==> src/rtl/rounded_rect_radii_constrain_core_defines.svh <==
// Assertion macros shared by the radii constraint RTL.
`ifndef ROUNDED_RECT_RADII_CONSTRAIN_CORE_DEFINES_SVH
`define ROUNDED_RECT_RADII_CONSTRAIN_CORE_DEFINES_SVH
`ifndef SYNTHESIS
// Whenever the antecedent holds, the consequent holds in the same cycle.
`define RRRC_ASSERT_IMPLIES(label, clk, rst, ante, cons) \
   label: assert property (@(posedge clk) disable iff (rst) (ante) |-> (cons)) \
      else $error("rrrc assertion failed");
// In the cycle after reset is seen, the consequent holds.
`define RRRC_ASSERT_AFTER_RESET(label, clk, rst, cons) \
   label: assert property (@(posedge clk) (rst) |=> (cons)) \
      else $error("rrrc reset assertion failed");
`else
`define RRRC_ASSERT_IMPLIES(label, clk, rst, ante, cons)
`define RRRC_ASSERT_AFTER_RESET(label, clk, rst, cons)
`endif
`endif

==> src/rtl/rrrc_pkg.sv <==
// Package with shared constants and types of the radii constraint core.
`default_nettype none
package rrrc_pkg;
   localparam int LENGTH_BITS_DEFAULT      = 24;
   localparam int FACTOR_FRAC_BITS_DEFAULT = 20;
   localparam int QUEUE_DEPTH_DEFAULT      = 4;

   typedef struct packed {
      logic full;
      logic empty;
   } queue_status_type;
endpackage
`default_nettype wire

==> src/rtl/rrrc_queue.sv <==
// Small register queue between the front and back parts.
`default_nettype none
module rrrc_queue #(
   parameter int WIDTH = 8,
   parameter int DEPTH = rrrc_pkg::QUEUE_DEPTH_DEFAULT
) (
   input  logic                      clock,
   input  logic                      reset,
   input  logic                      push,
   input  logic [WIDTH-1:0]          push_data,
   input  logic                      pop,
   output logic [WIDTH-1:0]          head_data,
   output rrrc_pkg::queue_status_type q_stat
);
   localparam int AW = (DEPTH > 1) ? $clog2(DEPTH) : 1;
   localparam int CW = $clog2(DEPTH + 1);

   logic [WIDTH-1:0] mem_ff [DEPTH];
   logic [AW-1:0]    wr_ptr_ff, wr_ptr_in;
   logic [AW-1:0]    rd_ptr_ff, rd_ptr_in;
   logic [CW-1:0]    cnt_ff, cnt_in;
   logic             push_ok, pop_ok;

   assign q_stat.full  = (cnt_ff == CW'(DEPTH));
   assign q_stat.empty = (cnt_ff == '0);
   assign push_ok      = push && !q_stat.full;
   assign pop_ok       = pop && !q_stat.empty;
   assign head_data    = mem_ff[rd_ptr_ff];

   always_comb begin
      wr_ptr_in = wr_ptr_ff;
      rd_ptr_in = rd_ptr_ff;
      cnt_in    = cnt_ff;
      if (push_ok) begin
         wr_ptr_in = (wr_ptr_ff == AW'(DEPTH - 1)) ? '0 : wr_ptr_ff + 1'b1;
      end
      if (pop_ok) begin
         rd_ptr_in = (rd_ptr_ff == AW'(DEPTH - 1)) ? '0 : rd_ptr_ff + 1'b1;
      end
      if (push_ok && !pop_ok) begin
         cnt_in = cnt_ff + 1'b1;
      end else if (pop_ok && !push_ok) begin
         cnt_in = cnt_ff - 1'b1;
      end
   end

   always_ff @(posedge clock) begin
      if (reset) begin
         wr_ptr_ff <= '0;
         rd_ptr_ff <= '0;
         cnt_ff    <= '0;
      end else begin
         wr_ptr_ff <= wr_ptr_in;
         rd_ptr_ff <= rd_ptr_in;
         cnt_ff    <= cnt_in;
      end
   end

   always_ff @(posedge clock) begin
      if (push_ok) begin
         mem_ff[wr_ptr_ff] <= push_data;
      end
   end
endmodule
`default_nettype wire

==> config.mk <==
export PLATFORM = sky130hd
export DESIGN_NAME = rrrc_queue
export DESIGN_NICKNAME = d
export VERILOG_FILES = /design/src/rtl/rounded_rect_radii_constrain_core_defines.svh /design/src/rtl/rrrc_pkg.sv /design/src/rtl/rrrc_queue.sv
export SDC_FILE = /design/constraint.sdc
export NUM_CORES = 1
export LEC_CHECK = 0
export ABC_AREA = 1
export BUFFER_PORTS_ARGS = -buffer_cell sky130_fd_sc_hd__buf_2
export CORE_MARGIN = 3
export CORE_UTILIZATION = 53
export DETAILED_ROUTE_END_ITERATION = 8
export MAX_ROUTING_LAYER = met4
export PLACE_DENSITY = 0.74
export SLEW_MARGIN = 5
export SYNTH_ARGS = -nofsm -noshare
export SYNTH_HDL_FRONTEND = slang
export SYNTH_SLANG_ARGS = --single-unit
==> constraint.sdc <==
create_clock -name clock -period 2.35 [get_ports clock]
set_input_delay 0.47 -clock clock [delete_from_list [all_inputs] [get_ports clock]]
set_output_delay 0.47 -clock clock [all_outputs]
set_load 0.02 [all_outputs]
==> flow_metrics.py, run 1 <==
metrics = {
    "setup_path": {
        "reg2reg_setup_slack_ns": 0.45,
        "cp-start-kind": "register",
        "r2r_cells": 13,
        "timing.rr.end": "cnt_ff[2]$_SDFFE_PP0P_",
        "r2r-start": "cnt_ff[0]$_SDFFE_PP0P_",
        "path_max_fanout": 9,
        "slowest_delay_ns": 0.51,
        "cp.required_ns": 1.88,
        "crit_path_end": "head_data[2]",
        "path_class": "register to output pin",
        "crit_slowest_cell": "dfxtp_1",
        "path_cells": "buf_4 -> o21ai_0 -> o22ai_1 -> buf_2",
        "endpoint_kind": "output pin",
        "arrival_ns": 1.54,
    },
    "clock_network": {
        "cts_root_buf": "clkbuf_4",
        "clk_pin_slew_worst_paths_ns": 0.11,
        "clock_sinks": 41,
        "cts_tree": "built",
        "cts_max_level": 2,
        "cts_resized": 0,
        "clock_latency_ns": 0.34,
        "clock_path_buffers": 2,
        "numCtsBuffers": 5,
        "cts_hold_buf": 0,
        "cts_setup_buffers": 0,
    },
    "placement": {
        "io_buffers": 21,
        "dp_hpwl_um": 2187,
        "place_congestion": 0.7476,
        "dp_cells": 213,
    },
    "sta": {
        "rsz0062_at_grt": "no",
        "fin_crit_ns": 2.012,
        "fmax_ghz": 0.4970,
        "worst_slew_pin_slew_ns": 0.3240,
        "drv_slew": 0,
        "setup_violations": 0,
        "skew_ns": 0.008866,
        "hold_violations": 0,
        "timing.final.crit_share_pct": 85.62,
        "finalSetupTns_ns": 0,
        "relSlewSlack_pct": 78.37,
    },
    "cells_and_area": {
        "final_nets": 197,
        "area_growth_pct": 13.13,
        "fin_util_pct": 66.18,
        "layout_commonest_cell": "nor2_1",
        "drive_gt1_share_pct": 20.67,
        "finalNonFillerCells": 221,
        "layout_common_cells": "33 x nor2_1, 32 x edfxtp_1, 21 x buf_2",
        "antennaDiodeCount": 0,
    },
    "power_and_ir_drop": {
        "swShare_pct": 38.21,
        "vdd.ir_drop.worst_uv": 510.1,
        "pwr-share-seq_pct": 47.6,
        "intPower_uw": 1270,
        "total_power_uw": 2055,
        "pwr-share-clk_pct": 15.4,
        "leakage_uw": 0.0007888,
        "power_density_nw_per_um2": 1071,
        "p_comb_share_pct": 37.0,
        "switchingPower_uw": 785.1,
    },
    "global_routing": {
        "met2_usage_pct": 30.76,
        "grt_use_total_pct": 18.17,
        "gr-max-usage-layer": "met2",
        "grt_pass1_vias": 1161,
        "met3_usage_pct": 4.676,
        "grt_first_pass_wirelength_um": 5278,
        "gr-usage-met1_pct": 20.12,
        "grt_max_degree": 17,
        "grt_overflow": 0,
        "antenna_found_initial": 0,
    },
    "logic_synthesis": {
        "ys_ff_latch": 41,
        "netlist_area_um2": 1697,
        "ys_seq_area_share_pct": 67.26,
        "yosys_warnings": 0,
        "avgSynthCellArea_um2": 11.54,
        "synth_nets": 166,
        "synth_cell_types": 19,
        "synthCells": 147,
    },
    "floorplanning": {
        "dieArea_um2": 3916,
        "start_util_pct": 58.50,
        "num_io_pins": 22,
        "rows": 19,
        "fp.dieW_um": 62.58,
        "fp.coreArea_um2": 2900,
        "die_h_um": 62.58,
    },
    "detailed_routing": {
        "drt_first_iter_violations": 64,
        "vias": 1126,
        "wl_um": 3076,
        "viasPerCell": 5.095,
        "wl_per_cell_um": 13.92,
        "drtPass1Iterations": 4,
        "antenna_left": 0,
        "drc": 0,
    },
    "min_path": {
        "hold_path_class": "input port to register",
        "worstHoldStart": "reset",
        "whs_path_depth": 2,
    },
    "outcome": {
        "status": "finished, final reports clean",
    },
    "flow_run": {
        "cap_violations": 0,
    },
}
## metrics by stage
stage / hold WS (ns) / setup slack, ns / area, µm²
2_1_floorplan: 0.4827 / 0.6597 / 1697
3_3_place_gp: 0.5139 / 0.5737 / 1869
3_5_place_dp: 0.5179 / 0.5021 / 1869
4_1_cts: 0.2750 / 0.2834 / 1919
5_1_grt: 0.2624 / 0.1644 / 1919
6_report: 0.2882 / 0.3379 / 1919
## how the worst min path moves through the flow
stage | endpoint | slack [ns]
2_1_floorplan | register | 0.48
3_3_place_gp | cnt_ff[1]$_SDFFE_PP0P_ | 0.51
3_5_place_dp | rd_ptr_ff[1]$_SDFFE_PP0P_ | 0.52
4_1_cts | cnt_ff[0]$_SDFFE_PP0P_ | 0.27
5_1_grt | cnt_ff[0]$_SDFFE_PP0P_ | 0.26
6_report | cnt_ff[0]$_SDFFE_PP0P_ | 0.29
## sequential cells by signal, summed over array words and instances, names as in the netlist, named ones only
name       count
cnt_ff         3
wr_ptr_ff      2
mem_ff        32
rd_ptr_ff      2
## cell families after synthesis
logic type      synth area share (%)
compound gates                 9.218
xor+xnor                      0.5163
fa+ha+maj                      5.605
buf+inv                        5.309
flops                          67.26
simple gates                   12.09
## cells in the mapped netlist
master	instances	area (µm²)
nor2_1	33	123.9
o21ai_0	13	65.06
nand2_2	1	6.260
inv_1	17	63.81
o22ai_1	8	50.05
a21oi_1	2	10.01
nand2_1	13	48.80
o21ai_1	1	5.000
xor2_1	1	8.760
dfxtp_1	9	180.2
ha_1	6	75.07
fa_1	1	20.02
edfxtp_1	32	960.9
nand3_1	1	5.000
o21ai_2	3	26.28
buf_6	2	22.52
nand3b_1	2	15.01
inv_2	1	3.750
nand4_1	1	6.260
## worst max-delay path, delay by kind of cell (launching register included)
kind,cells,cell delay (ns)
AO/OA/AOI/OAI,2,0.27
flip-flops,1,0.51
buffers and inverters,2,0.42
## metal layers
metal	up-vias	share of wire [%]	wire length, µm
li1	559	-	-
met4	0	2.0	60
met5	-	0	0
met3	8	3.4	105
met1	536	44	1349
met2	23	51	1560
## layout make-up
cell class,instances,area [µm²]
inverter,18,67.56
fill,251,980.9
clock buffer,5,37.54
clock inverter,3,12.51
timing repair buffer,26,142.6
multi-input combinational,86,465.4
tap,42,52.55
sequential,41,1141
## power by group through the flow
stage / Combinational, µW / Sequential, µW / Clock, µW
finish: 761 / 978 / 316
global route: 855 / 995 / 365
CTS: 767 / 980 / 329
detailed placement: 765 / 996 / 0
global placement: 722 / 990 / 0
floorplan: 548 / 971 / 0
Note: power is estimated with default switching activity, not from simulation.
==> run 2: changes to the inputs <==
Settings changed: CTS_BUF_LIST set to sky130_fd_sc_hd__clkbuf_8 sky130_fd_sc_hd__clkbuf_16.
==> flow_metrics.py, run 2 (synthesis results as in run 1) <==
metrics = {
    "power_and_ir_drop": {
        "vdd.ir_drop.worst_uv": 573.6,
        "switchingPower_uw": 797.1,
        "p_comb_share_pct": 35.2,
        "pwr-share-clk_pct": 19.5,
        "power_density_nw_per_um2": 1107,
        "swShare_pct": 36.92,
        "intPower_uw": 1362,
        "leakage_uw": 0.0008017,
        "pwr-share-seq_pct": 45.4,
    },
    "setup_path": {
        "path_max_fanout": 9,
        "timing.rr.end": "cnt_ff[2]$_SDFFE_PP0P_",
        "r2r-start": "cnt_ff[0]$_SDFFE_PP0P_",
        "endpoint_kind": "output pin",
        "r2r_cells": 13,
        "path_class": "register to output pin",
        "arrival_ns": 1.50,
        "cp.required_ns": 1.88,
        "cp-start-kind": "register",
        "reg2reg_setup_slack_ns": 0.46,
    },
    "global_routing": {
        "antenna_found_initial": 0,
        "grt_use_total_pct": 18.53,
        "grt_overflow": 0,
        "grt_first_pass_wirelength_um": 5271,
        "grt_max_degree": 17,
        "grt_pass1_vias": 1158,
    },
    "floorplanning": {
        "rows": 19,
        "die_h_um": 62.58,
        "num_io_pins": 22,
        "dieArea_um2": 3916,
        "start_util_pct": 58.50,
        "fp.dieW_um": 62.58,
        "fp.coreArea_um2": 2900,
    },
    "placement": {
        "dp_cells": 213,
        "place_congestion": 0.7476,
        "io_buffers": 21,
        "dp_hpwl_um": 2187,
    },
    "clock_network": {
        "cts_tree": "built",
        "cts_resized": 0,
        "clock_path_buffers": 2,
        "clock_latency_ns": 0.29,
        "cts_max_level": 2,
        "cts_hold_buf": 0,
        "cts_root_buf": "clkbuf_8",
        "cts_setup_buffers": 0,
        "clock_sinks": 41,
        "numCtsBuffers": 5,
        "clk_pin_slew_worst_paths_ns": 0.07,
    },
    "outcome": {
        "status": "finished, final reports clean",
    },
    "cells_and_area": {
        "area_growth_pct": 14.97,
        "regArea_um2": 1141,
        "final_nets": 197,
        "largest_reg_flops": 32,
        "largest_registers": "mem_ff: 32 flops, cnt_ff: 3 flops",
        "antennaDiodeCount": 0,
        "layout_commonest_cell": "nor2_1",
        "fillers": 247,
        "top_register": "mem_ff",
        "multiInputGateArea_um2": 465.4,
        "drive_gt1_share_pct": 20.67,
        "finalNonFillerCells": 221,
        "layout_common_cells": "33 x nor2_1, 32 x edfxtp_1, 21 x buf_2",
    },
    "detailed_routing": {
        "wl_per_cell_um": 13.95,
        "drt_first_iter_violations": 55,
        "wl_um": 3083,
        "antenna_left": 0,
        "vias": 1133,
        "viasPerCell": 5.127,
        "drc": 0,
        "drtPass1Iterations": 4,
    },
    "sta": {
        "fin_crit_ns": 1.973,
        "hold_violations": 0,
        "timing.final.crit_share_pct": 83.96,
        "fmax_ghz": 0.5068,
        "setup_violations": 0,
        "skew_ns": 0.005697,
        "drv_slew": 0,
        "worst_slew_pin_slew_ns": 0.3249,
        "relSlewSlack_pct": 78.31,
        "finalSetupTns_ns": 0,
        "rsz0062_at_grt": "no",
    },
    "min_path": {
        "min_to": "cnt_ff[0]$_SDFFE_PP0P_",
        "hold_path_class": "input port to register",
        "worstHoldStart": "reset",
        "whs_path_depth": 2,
    },
    "flow_run": {
        "cap_violations": 0,
    },
}
==> run 2: through the flow <==
step	worst slack (ns)	utilization [%]	hold slack [ns]	area, µm²	power [µW]
floorplan	0.6597	-	0.4827	1697	1519
global placement	0.5737	64.45	0.5139	1869	1712
detailed placement	0.5021	64.45	0.5179	1869	1760
CTS	0.3401	67.26	0.3324	1951	2187
global route	0.2253	67.26	0.3288	1951	2326
finish	0.3769	67.26	0.3441	1951	2159
==> run 2: how the worst max path moves through the flow <==
stage                                       from                      to  depth (start not counted)
final                                   register            head_data[7]                          4
after global routing                    register            head_data[3]                          4
after CTS                               register            head_data[7]                          4
after detailed placement  cnt_ff[0]$_SDFFE_PP0P_  cnt_ff[2]$_SDFFE_PP0P_                         13
after global placement    cnt_ff[1]$_SDFFE_PP0P_  cnt_ff[1]$_SDFFE_PP0P_                          9
after floorplan           cnt_ff[1]$_SDFFE_PP0P_  cnt_ff[1]$_SDFFE_PP0P_                          9
==> run 2: critical path, cell delays in order (launching register included) <==
cell	delay, ns
dfxtp_1	0.41
inv_1	0.28
o21ai_0	0.16
o22ai_1	0.17
buf_2	0.20
==> run 2: layout make-up <==
| type | instances | share of cell area, % |
|---|---|---|
| Sequential cell | 41 | 58.50 |
| Clock inverter | 3 | 0.6414 |
| Clock buffer | 5 | 3.528 |
| Inverter | 18 | 3.464 |
| Timing Repair Buffer | 26 | 7.312 |
| Multi-Input combinational cell | 86 | 23.86 |
| Tap cell | 42 | 2.694 |
==> run 2: per-layer routing <==
metal / track usage (%) / part of all wire [%]
met5: - / 0
met2: 30.63 / 50
met4: 8.264 / 1.6
met3: 6.835 / 5.3
met1: 19.88 / 43
==> run 2: power by group through the flow <==
stage / sequential [µW] / combinational [µW] / clock (µW)
final: 979 / 760 / 420
after global routing: 995 / 855 / 475
after CTS: 980 / 767 / 439
after detailed placement: 996 / 765 / 0
after global placement: 990 / 722 / 0
after floorplan: 971 / 548 / 0
