==> config.mk <==
export PLATFORM = sky130hd
export DESIGN_NAME = rrrc_front_flat
export DESIGN_NICKNAME = d
export VERILOG_FILES = /design/src/rtl/rounded_rect_radii_constrain_core_defines.svh /design/src/rtl/rrrc_pkg.sv /design/src/rtl/rrrc_if.sv /design/src/rtl/rrrc_front.sv /design/src/flat_wrapper.sv
export SDC_FILE = /design/constraint.sdc
export NUM_CORES = 1
export LEC_CHECK = 0
export BUFFER_PORTS_ARGS = -buffer_cell sky130_fd_sc_hd__buf_4
export CORE_AREA = 2 2 210 212
export CTS_CLUSTER_SIZE = 30
export DETAILED_ROUTE_END_ITERATION = 10
export DIE_AREA = 0 0 212 214
export HOLD_SLACK_MARGIN = 0.1
export RECOVER_POWER = 100
export SLEW_MARGIN = 25
export SYNTH_ARGS = -nofsm -noshare
export SYNTH_HDL_FRONTEND = slang
export SYNTH_SLANG_ARGS = --single-unit
==> constraint.sdc <==
create_clock -name clock -period 23 [get_ports clock]
set_input_delay 4.6 -clock clock [delete_from_list [all_inputs] [get_ports clock]]
set_output_delay 4.6 -clock clock [all_outputs]
set_load 0.05 [all_outputs]
==> src/rtl/rounded_rect_radii_constrain_core_defines.svh <==
// Assertion macros shared by the radii constraint RTL.
`ifndef ROUNDED_RECT_RADII_CONSTRAIN_CORE_DEFINES_SVH
`define ROUNDED_RECT_RADII_CONSTRAIN_CORE_DEFINES_SVH
`ifndef SYNTHESIS
// Whenever the antecedent holds, the consequent holds in the same cycle.
`define RRRC_ASSERT_IMPLIES(label, clk, rst, ante, cons) \
   label: assert property (@(posedge clk) disable iff (rst) (ante) |-> (cons)) \
      else $error("rrrc assertion failed");
// In the cycle after reset is seen, the consequent holds.
`define RRRC_ASSERT_AFTER_RESET(label, clk, rst, cons) \
   label: assert property (@(posedge clk) (rst) |=> (cons)) \
      else $error("rrrc reset assertion failed");
`else
`define RRRC_ASSERT_IMPLIES(label, clk, rst, ante, cons)
`define RRRC_ASSERT_AFTER_RESET(label, clk, rst, cons)
`endif
`endif

==> src/rtl/rrrc_pkg.sv <==
// Package with shared constants and types of the radii constraint core.
`default_nettype none
package rrrc_pkg;
   localparam int LENGTH_BITS_DEFAULT      = 24;
   localparam int FACTOR_FRAC_BITS_DEFAULT = 20;
   localparam int QUEUE_DEPTH_DEFAULT      = 4;

   typedef struct packed {
      logic full;
      logic empty;
   } queue_status_type;
endpackage
`default_nettype wire

==> src/rtl/rrrc_if.sv <==
// Channel interfaces for request and response transactions.
`default_nettype none
interface rrrc_req_if #(
   parameter int LENGTH_BITS = rrrc_pkg::LENGTH_BITS_DEFAULT
) ();
   logic                   valid;
   logic                   ready;
   logic [LENGTH_BITS-1:0] rect_width;
   logic [LENGTH_BITS-1:0] rect_height;
   logic [LENGTH_BITS-1:0] tl_horiz;
   logic [LENGTH_BITS-1:0] tl_vert;
   logic [LENGTH_BITS-1:0] tr_horiz;
   logic [LENGTH_BITS-1:0] tr_vert;
   logic [LENGTH_BITS-1:0] bl_horiz;
   logic [LENGTH_BITS-1:0] bl_vert;
   logic [LENGTH_BITS-1:0] br_horiz;
   logic [LENGTH_BITS-1:0] br_vert;

   modport source (output valid, rect_width, rect_height, tl_horiz, tl_vert, tr_horiz,
                   tr_vert, bl_horiz, bl_vert, br_horiz, br_vert, input ready);
   modport sink (input valid, rect_width, rect_height, tl_horiz, tl_vert, tr_horiz,
                 tr_vert, bl_horiz, bl_vert, br_horiz, br_vert, output ready);
endinterface

`default_nettype wire

==> src/rtl/rrrc_front.sv <==
// Front part: accepts requests and forms the edge radius sums.
`default_nettype none
module rrrc_front #(
   parameter int LENGTH_BITS = rrrc_pkg::LENGTH_BITS_DEFAULT,
   parameter int QW          = 12 * LENGTH_BITS + 2
) (
   input  logic                       clock,
   input  logic                       reset,
   rrrc_req_if.sink                   req_chan,
   input  rrrc_pkg::queue_status_type q_stat,
   output logic                       push,
   output logic [QW-1:0]              push_data
);
   localparam int L = LENGTH_BITS;

   logic         vld_ff, vld_in;
   logic [L:0]   hsum_ff, hsum_in;
   logic [L:0]   vsum_ff, vsum_in;
   logic [L-1:0] w_ff, h_ff;
   logic [8*L-1:0] radii_ff, radii_in;
   logic [L:0]   top, bot, lft, rgt;
   logic         accept;

   assign req_chan.ready = !vld_ff || !q_stat.full;
   assign accept         = req_chan.valid && req_chan.ready;
   assign push           = vld_ff && !q_stat.full;
   assign push_data      = {hsum_ff, vsum_ff, w_ff, h_ff, radii_ff};

   always_comb begin
      top      = {1'b0, req_chan.tl_horiz} + {1'b0, req_chan.tr_horiz};
      bot      = {1'b0, req_chan.bl_horiz} + {1'b0, req_chan.br_horiz};
      lft      = {1'b0, req_chan.tl_vert} + {1'b0, req_chan.bl_vert};
      rgt      = {1'b0, req_chan.tr_vert} + {1'b0, req_chan.br_vert};
      hsum_in  = (top > bot) ? top : bot;
      vsum_in  = (lft > rgt) ? lft : rgt;
      radii_in = {req_chan.br_vert, req_chan.br_horiz, req_chan.bl_vert, req_chan.bl_horiz,
                  req_chan.tr_vert, req_chan.tr_horiz, req_chan.tl_vert, req_chan.tl_horiz};
      vld_in   = accept ? 1'b1 : (push ? 1'b0 : vld_ff);
   end

   always_ff @(posedge clock) begin
      if (reset) begin
         vld_ff <= 1'b0;
      end else begin
         vld_ff <= vld_in;
      end
   end

   always_ff @(posedge clock) begin
      if (accept) begin
         hsum_ff  <= hsum_in;
         vsum_ff  <= vsum_in;
         w_ff     <= req_chan.rect_width;
         h_ff     <= req_chan.rect_height;
         radii_ff <= radii_in;
      end
   end
endmodule
`default_nettype wire

==> src/flat_wrapper.sv <==
// flat-port wrapper written by rule: the top's interface ports become plain ports
module rrrc_front_flat 
#(
   parameter int LENGTH_BITS = rrrc_pkg::LENGTH_BITS_DEFAULT,
   parameter int QW          = 12 * LENGTH_BITS + 2
)
  (clock, reset, q_stat, push, push_data, req_chan_valid, req_chan_rect_width, req_chan_rect_height, req_chan_tl_horiz, req_chan_tl_vert, req_chan_tr_horiz, req_chan_tr_vert, req_chan_bl_horiz, req_chan_bl_vert, req_chan_br_horiz, req_chan_br_vert, req_chan_ready);
  rrrc_req_if #(.LENGTH_BITS(LENGTH_BITS)) req_chan_i ();
  input  logic clock;
  input  logic reset;
  input  rrrc_pkg::queue_status_type q_stat;
  output logic push;
  output logic [QW-1:0] push_data;
  input wire logic [$bits(req_chan_i.valid)-1:0] req_chan_valid;
  input wire logic [$bits(req_chan_i.rect_width)-1:0] req_chan_rect_width;
  input wire logic [$bits(req_chan_i.rect_height)-1:0] req_chan_rect_height;
  input wire logic [$bits(req_chan_i.tl_horiz)-1:0] req_chan_tl_horiz;
  input wire logic [$bits(req_chan_i.tl_vert)-1:0] req_chan_tl_vert;
  input wire logic [$bits(req_chan_i.tr_horiz)-1:0] req_chan_tr_horiz;
  input wire logic [$bits(req_chan_i.tr_vert)-1:0] req_chan_tr_vert;
  input wire logic [$bits(req_chan_i.bl_horiz)-1:0] req_chan_bl_horiz;
  input wire logic [$bits(req_chan_i.bl_vert)-1:0] req_chan_bl_vert;
  input wire logic [$bits(req_chan_i.br_horiz)-1:0] req_chan_br_horiz;
  input wire logic [$bits(req_chan_i.br_vert)-1:0] req_chan_br_vert;
  output wire logic [$bits(req_chan_i.ready)-1:0] req_chan_ready;
  assign req_chan_i.valid = req_chan_valid;
  assign req_chan_i.rect_width = req_chan_rect_width;
  assign req_chan_i.rect_height = req_chan_rect_height;
  assign req_chan_i.tl_horiz = req_chan_tl_horiz;
  assign req_chan_i.tl_vert = req_chan_tl_vert;
  assign req_chan_i.tr_horiz = req_chan_tr_horiz;
  assign req_chan_i.tr_vert = req_chan_tr_vert;
  assign req_chan_i.bl_horiz = req_chan_bl_horiz;
  assign req_chan_i.bl_vert = req_chan_bl_vert;
  assign req_chan_i.br_horiz = req_chan_br_horiz;
  assign req_chan_i.br_vert = req_chan_br_vert;
  assign req_chan_ready = req_chan_i.ready;
  rrrc_front #(.LENGTH_BITS(LENGTH_BITS), .QW(QW)) u_core (.clock(clock), .reset(reset), .req_chan(req_chan_i), .q_stat(q_stat), .push(push), .push_data(push_data));
endmodule
==> results of run 1 <==
==> synthesized netlist by cell type, types with 5 or more instances <==
library cell,instances
clkbuf_1,9
nand2b_1,8
mux2_2,15
edfxtp_1,290
xor2_1,30
nand4_1,16
nand3_1,17
a21o_1,58
a21oi_1,96
nor3_1,13
o21a_1,14
mux2i_1,13
o31ai_1,7
nor2_1,59
o211ai_1,5
inv_1,62
ha_1,146
and3_1,15
xnor2_1,53
or3_1,7
o21bai_1,12
a31oi_1,6
nor2b_1,11
nand2_1,57
o21ai_0,49
a211oi_1,7
==> critical path, delay by kind of cell <==
kind	cells	cell delay, ns
buffers and inverters	4	6.30
AND/OR/NAND/NOR	2	3.24
==> routing by layer <==
layer / share of wire, % / global-route usage, % / vias to the layer above / wire length [µm]
li1: - / - / 5545 / -
met1: 39 / 21.3 / 5395 / 17400
met2: 51 / 34.7 / 397 / 23000
met3: 8.1 / 5.82 / 72 / 3660
met4: 2.4 / 6.20 / 10 / 1080
met5: 0.17 / 0 / - / 77
==> per-stage QoR <==
step           util [%]  hold slack, ns  setup slack (ns)
6_report           44.5           0.502              8.82
5_1_grt            44.5           0.549              7.65
4_1_cts            48.5           0.506             13.38
3_5_place_dp       46.0           0.493             12.97
3_3_place_gp       46.0           0.482             13.00
2_1_floorplan         -           0.465             10.71
==> final timing paths <==
path / cells after the start / start / slack [ns] / end
worst max-delay path: 6 / q_stat[1] / 8.82 / u_core.hsum_ff[7]
worst min-delay path: 2 / u_core.vld_ff / 0.50 / u_core.vld_ff
worst max register to register: 5 / u_core.vld_ff / 12.69 / u_core.hsum_ff[7]
worst min register to register: 2 / u_core.vld_ff / 0.50 / u_core.vld_ff
==> cell type report <==
cell class	instances	area [µm²]
repair buffers	541	2340
well taps	585	732
fillers	4345	23800
diodes	3	7.51
inverters	62	233
multi-input cells	782	6000
clock buffers	44	941
clock inverters	17	108
flip-flops and latches	291	8730
==> power by group <==
part | internal, mW | switching, mW
Combinational | 0.158 | 0.381
Sequential | 0.652 | 0.0124
Clock | 0.291 | 0.218
Total | 1.10 | 0.612
==> flip-flops by register name, summed over array words and instances (netlist names) <==
signal and flops:
u_core.radii_ff 192, u_core.hsum_ff 25, u_core.vsum_ff 25, u_core.h_ff 24, u_core.w_ff 24, u_core.vld_ff 1
==> cells by family after synthesis <==
group           Yosys count  synth area share [%]
fa+ha+maj               150                  12.7
mux                      29                  2.07
flops                   291                  58.2
compound gates          301                  13.1
simple gates            219                  7.12
xor+xnor                 83                  4.85
buf+inv                  76                  1.94
==> impl_metrics.json, run 1 <==
{
  "num_vias": 11400,
  "post_cts_resized": 0,
  "wl_um": 45200,
  "crit_path_end_kind": "flop",
  "fin_worst_skew_ns": 0.0166,
  "rows": 76,
  "crit_type": "primary input to flop",
  "clock-sinks": 291,
  "synth.distinct_cells": 65,
  "final_common_cell": "clkbuf_1",
  "synthCells": 1149,
  "wl_per_cell_um": 19.4,
  "grt_pass1_vias": 11700,
  "synth-seq-cells": 291,
  "gr-total-overflow": 0,
  "cts_tree": "yes",
  "crit_required_ns": 23.09,
  "worstHoldPathType": "flop to flop",
  "critPathLaunchType": "primary input",
  "die_w_um": 212,
  "grt_max_degree": 80,
  "grtUsageTotal_pct": 19.2,
  "maxSlewViolCount": 331,
  "vias_per_cell": 4.91,
  "critical_path.max_fanout": 71,
  "p_leak_nw": 7.45,
  "finalHoldViolCount": 0,
  "ctsHoldBuffers": 0,
  "drt_iter0_drc": 483,
  "path_cells": "clkbuf_1 -> nand2_1 -> and2_0 -> clkbuf_1 -> clkbuf_1 -> clkbuf_1",
  "syn_to_final_growth_pct": 27.3,
  "place_inst": 2260,
  "mostFrequentLayoutCells": "clkbuf_1, edfxtp_1, ha_1",
  "synth_area_leaders": "edfxtp_1, ha_1, a21oi_1, xnor2_1, a21o_1",
  "place.port_buffers": 535,
  "final_nets": 2108,
  "core-area_um2": 42900,
  "cts_inserted_buffers": 35,
  "synth.avg_cell_area_um2": 13.1,
  "ys_warn_count": 0,
  "synthFlopType": "edfxtp_1",
  "tns_ns": 0,
  "drcViolationCount": 0,
  "tightest_slew_ns": 4.44,
  "antenna_found_initial": 7,
  "hpwl_um": 36700,
  "fin_area_um2": 19100,
  "fin_cells": 2325,
  "clkSlewWorstSetupHoldPaths_ns": 0.05,
  "drt.antenna.violating_nets": 0,
  "async_flop_share_pct": 0,
  "dieHeight_um": 214,
  "outcome": "finished with violations",
  "synth_nets": 1544,
  "p_total_mw": 1.71,
  "clk_latency_ns": 0.55,
  "cts-root-buf": "clkbuf_16",
  "layout_min_cycle_time_ns": 14.18,
  "cts_setup_buffers": 0,
  "crit_path_frequent_cell": "clkbuf_1",
  "ios": 537,
  "violations": "max-capacitance violations, max-slew violations",
  "place_congestion": 0.912,
  "placed_cell_area_um2": 19700,
  "first_pass_iters": 5,
  "dieArea_um2": 45400,
  "cpPeakStageDelay_ns": 3.15,
  "rsz0062_at_grt": "no",
  "cap_violations": 6,
  "initial_utilization_pct": 35.0,
  "arrival_ns": 14.27,
  "final_layout_size_suffix_gt1_share_pct": 9.27,
  "cts_max_level": 2,
  "worst_path_max_delay_cell": "and2_0",
  "cts_buffer_depth": 3,
  "worst_ir_drop_vdd_mv": 0.0631,
  "syn-cell-area_um2": 15000,
  "fmax_mhz": 70.5,
  "finalSetupViolations": 0,
  "slew_headroom_pct": -196,
  "yosysSeqAreaShare_pct": 58.2,
  "yosysTopAreaCell": "edfxtp_1",
  "power.density_nw_per_um2": 89.7,
  "synth_top_cell_area_share_pct": 58.1,
  "fin_crit_sh_pct": 61.6,
  "synth_edf_count": 290,
  "grt_first_pass_wirelength_um": 66400
}
(Power assumes the default switching activity.)
==> run 2, diff against run 1 <==
==> constraint.sdc (replaced) <==
create_clock -name clock -period 14.72 [get_ports clock]
set_input_delay 2.944 -clock clock [delete_from_list [all_inputs] [get_ports clock]]
set_output_delay 2.944 -clock clock [all_outputs]
set_load 0.05 [all_outputs]
==> run 2 against run 1 <==
The run still ends with max-capacitance violations, max-slew violations left. Die area is the same. Hold slack improved by 0.0061 ns. Setup slack worse by 4.6 ns. Critical path type unchanged.
==> impl_metrics.json, run 2 (same netlist as run 1, synthesis figures left out) <==
{
  "grt_pass1_vias": 11700,
  "grt_max_degree": 76,
  "antenna_found_initial": 8,
  "place.port_buffers": 535,
  "drt.antenna.violating_nets": 0,
  "finalSetupViolations": 0,
  "path_cells": "clkbuf_1 -> nand2_1 -> and2_0 -> clkbuf_1 -> buf_4 -> clkbuf_1",
  "arrival_ns": 10.56,
  "fin_area_um2": 19100,
  "internal_power_mw": 1.76,
  "cts-root-buf": "clkbuf_16",
  "finalHoldViolCount": 0,
  "final_common_cell": "clkbuf_1",
  "crit_family": "buffers and inverters",
  "p_total_mw": 2.72,
  "slew_headroom_pct": -158,
  "hpwl_um": 36500,
  "initial_utilization_pct": 35.0,
  "critical_path.max_fanout": 75,
  "grtUsageTotal_pct": 19.5,
  "mostFrequentLayoutCells": "clkbuf_1, edfxtp_1, ha_1",
  "crit_type": "primary input to flop",
  "cpPeakStageDelay_ns": 2.78,
  "drt_iter0_drc": 583,
  "outcome": "finished with violations",
  "regArea_um2": 8730,
  "crit_path_frequent_cell": "clkbuf_1",
  "critPathBufInv": 4,
  "post_cts_resized": 0,
  "cts_tree": "yes",
  "die_w_um": 212,
  "cts_max_level": 2,
  "crit_path_end_kind": "flop",
  "clk_latency_ns": 0.56,
  "violations": "max-capacitance violations, max-slew violations",
  "p_sw_uw": 957,
  "num_vias": 11400,
  "dieHeight_um": 214,
  "power.density_nw_per_um2": 142,
  "layout_min_cycle_time_ns": 10.50,
  "tightest_slew_ns": 3.87,
  "grt_first_pass_wirelength_um": 67200,
  "seqPwrFrac_pct": 38.2,
  "p_comb_share_pct": 31.0,
  "critPathLaunchType": "primary input",
  "fin_crit_sh_pct": 71.3,
  "dieArea_um2": 45400,
  "syn_to_final_growth_pct": 27.6,
  "p_clk_share_pct": 30.8,
  "rows": 76,
  "final_nets": 2107,
  "place_congestion": 0.909,
  "first_pass_iters": 5,
  "worstHoldPathType": "flop to flop",
  "rsz0062_at_grt": "no",
  "crit_required_ns": 14.78,
  "p_leak_nw": 7.49,
  "gr-total-overflow": 0,
  "wl_per_cell_um": 19.4,
  "fmax_mhz": 95.3,
  "largest_reg_flops": 192,
  "ctsHoldBuffers": 0,
  "cts_buffer_depth": 3,
  "core-area_um2": 42900,
  "ios": 537,
  "cap_violations": 5,
  "placed_cell_area_um2": 19700,
  "clkSlewWorstSetupHoldPaths_ns": 0.06,
  "maxSlewViolCount": 255,
  "drcViolationCount": 0,
  "clock-sinks": 291,
  "final_layout_size_suffix_gt1_share_pct": 9.38,
  "switching_share_pct": 35.2,
  "vias_per_cell": 4.89,
  "cts_setup_buffers": 0,
  "tns_ns": 0,
  "fill_cells": 4273,
  "fin_worst_skew_ns": 0.0293,
  "top_regs": "u_core.radii_ff: 192 flops, u_core.hsum_ff: 25 flops, u_core.vsum_ff: 25 flops",
  "worst_ir_drop_vdd_mv": 0.0982,
  "cts_inserted_buffers": 34,
  "worst_path_max_delay_cell": "clkbuf_1",
  "largest-register": "u_core.radii_ff",
  "multiInputGateArea_um2": 6000,
  "wl_um": 45000
}
==> run 2: final cells by class <==
cell class	instances	area share, %
Inverter	62	1.22
Clock buffer	36	4.48
Antenna cell	1	0.0131
Timing Repair Buffer	541	12.3
Clock inverter	26	1.25
Tap cell	585	3.82
Sequential cell	291	45.6
Multi-Input combinational cell	782	31.3
==> run 2: metal layers <==
| metal | vias to the layer above | track usage, % | wire [µm] |
|---|---|---|---|
| met1 | 5366 | 21.3 | 17200 |
| met2 | 391 | 35.7 | 23000 |
| li1 | 5537 | - | - |
| met4 | 10 | 6.10 | 1130 |
| met3 | 69 | 5.85 | 3620 |
| met5 | - | 0 | 67 |
==> run 2: through the flow <==
| step | worst slack [ns] | hold WS (ns) | std cells | util [%] |
|---|---|---|---|---|
| after detailed placement | 6.40 | 0.494 | 2260 | 46.0 |
| after global placement | 6.39 | 0.482 | 2260 | 46.0 |
| after global routing | 3.38 | 0.546 | 2323 | 44.6 |
| after floorplan | 4.09 | 0.465 | 1149 | - |
| after CTS | 6.98 | 0.510 | 2322 | 48.6 |
| final | 4.22 | 0.508 | 2324 | 44.6 |
==> run 2: worst paths after layout <==
| check | startpoint | endpoint | slack (ns) | cells past startpoint |
|---|---|---|---|---|
| setup / recovery | q_stat[1] | u_core.radii_ff[46] | 4.22 | 6 |
| hold / removal | u_core.vld_ff | u_core.vld_ff | 0.51 | 2 |
| setup reg to reg | u_core.vld_ff | u_core.radii_ff[46] | 6.43 | 5 |
| hold reg to reg | u_core.vld_ff | u_core.vld_ff | 0.51 | 2 |
==> run 2: power groups by stage <==
stage                     clock network, mW  registers, mW  logic [mW]
after detailed placement                  0           1.05       0.924
after floorplan                           0           1.32       0.373
after global routing                  0.895           1.04       0.919
after CTS                             0.864           1.04       0.928
final                                 0.838           1.04       0.842
after global placement                    0           1.05       0.916
==> run 2: tightest hold or removal path, stage by stage, from the launching register on <==
cell and delay, ns:
dfxtp_1 0.34, a21oi_1 0.07, nor2_1 0.06
==> run 3, diff against run 2 <==
--- a/config.mk
+++ b/config.mk
@@ -5,12 +5,14 @@
 export SDC_FILE = /design/constraint.sdc
 export NUM_CORES = 1
 export LEC_CHECK = 0
+export ABC_AREA = 1
 export BUFFER_PORTS_ARGS = -buffer_cell sky130_fd_sc_hd__buf_4
-export CORE_AREA = 2 2 210 212
+export CORE_AREA = 2 2 207 209
 export CTS_CLUSTER_SIZE = 30
 export DETAILED_ROUTE_END_ITERATION = 10
-export DIE_AREA = 0 0 212 214
+export DIE_AREA = 0 0 209 211
 export HOLD_SLACK_MARGIN = 0.1
+export PLACE_DENSITY = 0.69
 export RECOVER_POWER = 100
 export SLEW_MARGIN = 25
 export SYNTH_ARGS = -nofsm -noshare
==> constraint.sdc (replaced) <==
create_clock -name clock -period 8.83 [get_ports clock]
set_input_delay 1.766 -clock clock [delete_from_list [all_inputs] [get_ports clock]]
set_output_delay 1.766 -clock clock [all_outputs]
set_load 0.05 [all_outputs]
==> run 3 against run 2 <==
The flow still finishes with violations (max-capacitance violations, max-slew violations). Setup slack got worse by 1.8 ns. Sequential share of layout area fell by 4.8 points. Clock power increased by 63%. Die area fell by 2.8%. Global-route usage rose by 3.6 points. Hold slack improved by 0.032 ns. Routed wire length is 15% higher. Area after synthesis increased by 16%. Critical path depth up 16. Sequential power grew 66%. Combinational power grew 75%. Synthesized cell count increased by 74%. Critical path type unchanged. Critical endpoint is now u_core.hsum_ff[12].
==> impl_metrics.json, run 3 <==
{
  "outcome": "finished with violations",
  "violations": "max-capacitance violations, max-slew violations",
  "clkSlewWorstSetupHoldPaths_ns": 0.06,
  "synth-seq-cells": 291,
  "syn_to_final_growth_pct": 23.4,
  "seqPwrFrac_pct": 37.9,
  "wl_per_cell_um": 16.6,
  "synth_common_cells": "nand2_1, inv_1, edfxtp_1",
  "finalHoldViolCount": 0,
  "grtUsageTotal_pct": 23.1,
  "drt_iter0_drc": 881,
  "fin_cells": 3127,
  "fin_crit_sh_pct": 72.5,
  "yosysSeqAreaShare_pct": 50.4,
  "top_regs": "u_core.radii_ff: 192 flops, u_core.hsum_ff: 25 flops, u_core.vsum_ff: 25 flops",
  "post_cts_resized": 0,
  "synth_most_common_cell": "nand2_1",
  "vias_per_cell": 4.87,
  "critical_path.max_fanout": 32,
  "ios": 537,
  "wl_um": 52000,
  "largest_reg_flops": 192,
  "grt_max_degree": 140,
  "ctsHoldBuffers": 0,
  "synth_area_leaders": "edfxtp_1, nand2_1, ha_1, inv_1, nand3_1",
  "timing.rr.end": "u_core.radii_ff[126]",
  "dieArea_um2": 44100,
  "worstHoldPathType": "flop to flop",
  "worstHoldPathCells": 2,
  "synth_edf_count": 290,
  "cts_inserted_buffers": 35,
  "die_w_um": 209,
  "initial_utilization_pct": 41.5,
  "rsz0062_at_grt": "no",
  "place_congestion": 0.926,
  "ys_warn_count": 0,
  "cts_max_level": 2,
  "r2r_setup_slack_ns": 3.52,
  "fin_worst_skew_ns": 0.0407,
  "cts_setup_buffers": 0,
  "hpwl_um": 42500,
  "worst_ir_drop_vdd_mv": 0.136,
  "arrival_ns": 6.68,
  "rr_worst_depth": 3,
  "clk_latency_ns": 0.56,
  "yosysTopAreaCell": "edfxtp_1",
  "mostFrequentLayoutCells": "nand2_1, clkbuf_1, inv_1",
  "synthCells": 1994,
  "antenna_found_initial": 3,
  "slew_headroom_pct": -139,
  "rr_startpoint": "u_core.vld_ff",
  "hold-path-endpoint": "u_core.vld_ff",
  "cts_buffer_depth": 3,
  "place.port_buffers": 535,
  "finalSetupViolations": 0,
  "largest-register": "u_core.radii_ff",
  "final_nets": 2956,
  "place_inst": 3063,
  "internal_power_mw": 2.84,
  "drt.antenna.violating_nets": 0,
  "layout_min_cycle_time_ns": 6.40,
  "synthFlopType": "edfxtp_1",
  "grt_pass1_vias": 15000,
  "synth.distinct_cells": 34,
  "crit_type": "primary input to flop",
  "crit_required_ns": 9.11,
  "num_vias": 15200,
  "synth_nets": 2389,
  "cts_tree": "yes",
  "rows": 75,
  "final_layout_size_suffix_gt1_share_pct": 6.30,
  "power.density_nw_per_um2": 213,
  "maxSlewViolCount": 295,
  "cap_violations": 3,
  "n_antenna_cell": 0,
  "p_sw_mw": 1.72,
  "p_clk_share_pct": 29.9,
  "drcViolationCount": 0,
  "synth.avg_cell_area_um2": 8.69,
  "gr-total-overflow": 0,
  "first_pass_iters": 5,
  "fmax_mhz": 156,
  "p_comb_share_pct": 32.1,
  "dieHeight_um": 211,
  "crit_path_end_kind": "flop",
  "p_total_mw": 4.56,
  "tns_ns": 0,
  "p_leak_nw": 10.0,
  "cts-root-buf": "clkbuf_16",
  "clock-sinks": 291,
  "critPathLaunchType": "primary input",
  "tightest_slew_ns": 3.59,
  "hp-start": "u_core.vld_ff",
  "core-area_um2": 41800,
  "grt_first_pass_wirelength_um": 79200,
  "async_flop_share_pct": 0,
  "finish.utilization_pct": 51.2,
  "synth_top_cell_area_share_pct": 50.3,
  "final_common_cell": "nand2_1",
  "syn-cell-area_um2": 17300,
  "switching_share_pct": 37.6
}
## run 3: changes by cell type after synthesis, sizes merged, moves of 14 or more
| cell | previous run | this run |
|---|---|---|
| nand2 | 57 | 741 |
| inv | 62 | 332 |
| nand3 | 17 | 100 |
| nor2 | 59 | 122 |
| a21o | 58 | 6 |
| xnor2 | 53 | 9 |
| o21ai | 51 | 30 |
| mux2 | 16 | 0 |
| and3 | 15 | 0 |
| nand4 | 16 | 30 |
## run 3: final cells by class
class                   count  area (µm²)
clock buffers              43         927
clock inverters            21         159
fillers                  4263       20400
inverters                 332        1250
multi-input cells        1363        7260
flip-flops and latches    291        8730
well taps                 539         674
repair buffers            538        2380
## run 3: power groups by stage
stage | clock network, mW | registers (mW) | logic, mW
floorplan | 0 | 2.17 | 0.688
global placement | 0 | 1.75 | 1.58
detailed placement | 0 | 1.75 | 1.61
CTS | 1.41 | 1.73 | 1.61
global route | 1.45 | 1.74 | 1.62
finish | 1.37 | 1.73 | 1.47
## run 3: per-stage QoR
step	setup slack, ns	hold WS, ns	cell area [µm²]
2_1_floorplan	1.84	0.842	17300
3_3_place_gp	3.52	0.512	22000
3_5_place_dp	3.45	0.536	22000
4_1_cts	4.04	0.543	23100
5_1_grt	1.90	0.576	21400
6_report	2.43	0.540	21400
## run 3: cell families after synthesis
kind of cell / after synthesis / share of synthesized area, %
xor+xnor: 50 / 2.57
buf+inv: 340 / 7.61
flops: 291 / 50.4
simple gates: 1032 / 24.4
fa+ha+maj: 150 / 11.0
compound gates: 131 / 4.02
## run 3: routing by layer
metal	track usage (%)	up-vias	wire [µm]
li1	-	7646	-
met3	5.17	110	3420
met5	0	-	39
met2	41.0	552	25800
met4	9.38	6	2050
met1	27.0	6913	20700
## run 3: how the worst max path moves through the flow
stage | cells after the start | slack [ns] | from | end
final | 22 | 2.43 | req_chan_tl_horiz[0] | u_core.hsum_ff[12]
after CTS | 22 | 4.04 | req_chan_tl_horiz[0] | u_core.hsum_ff[12]
after detailed placement | 22 | 3.45 | req_chan_tl_horiz[0] | u_core.hsum_ff[12]
after global routing | 22 | 1.90 | req_chan_tl_horiz[0] | u_core.hsum_ff[12]
after floorplan | 2 | 1.84 | req_chan_valid | u_core.h_ff[0]
after global placement | 21 | 3.52 | req_chan_br_horiz[0] | u_core.hsum_ff[12]
## run 3: worst max-delay path, stage by stage
cell and delay (ns):
clkbuf_1 0.15, ha_1 0.21, inv_1 0.06, fa_1 0.43
inv_1 0.12, nand3_1 0.08, nand3_1 0.20, nand2_1 0.08
nand2_1 0.10, nand2_1 0.07, nand2_1 0.12, xor2_1 0.28
ha_1 0.30, a21o_1 0.18, nor2_1 0.13, nand2_1 0.08
nand2_1 0.05, nand3_1 0.16, nand2_1 0.80, clkinvlp_2 0.95
nand2_1 0.25, nand2_1 0.11
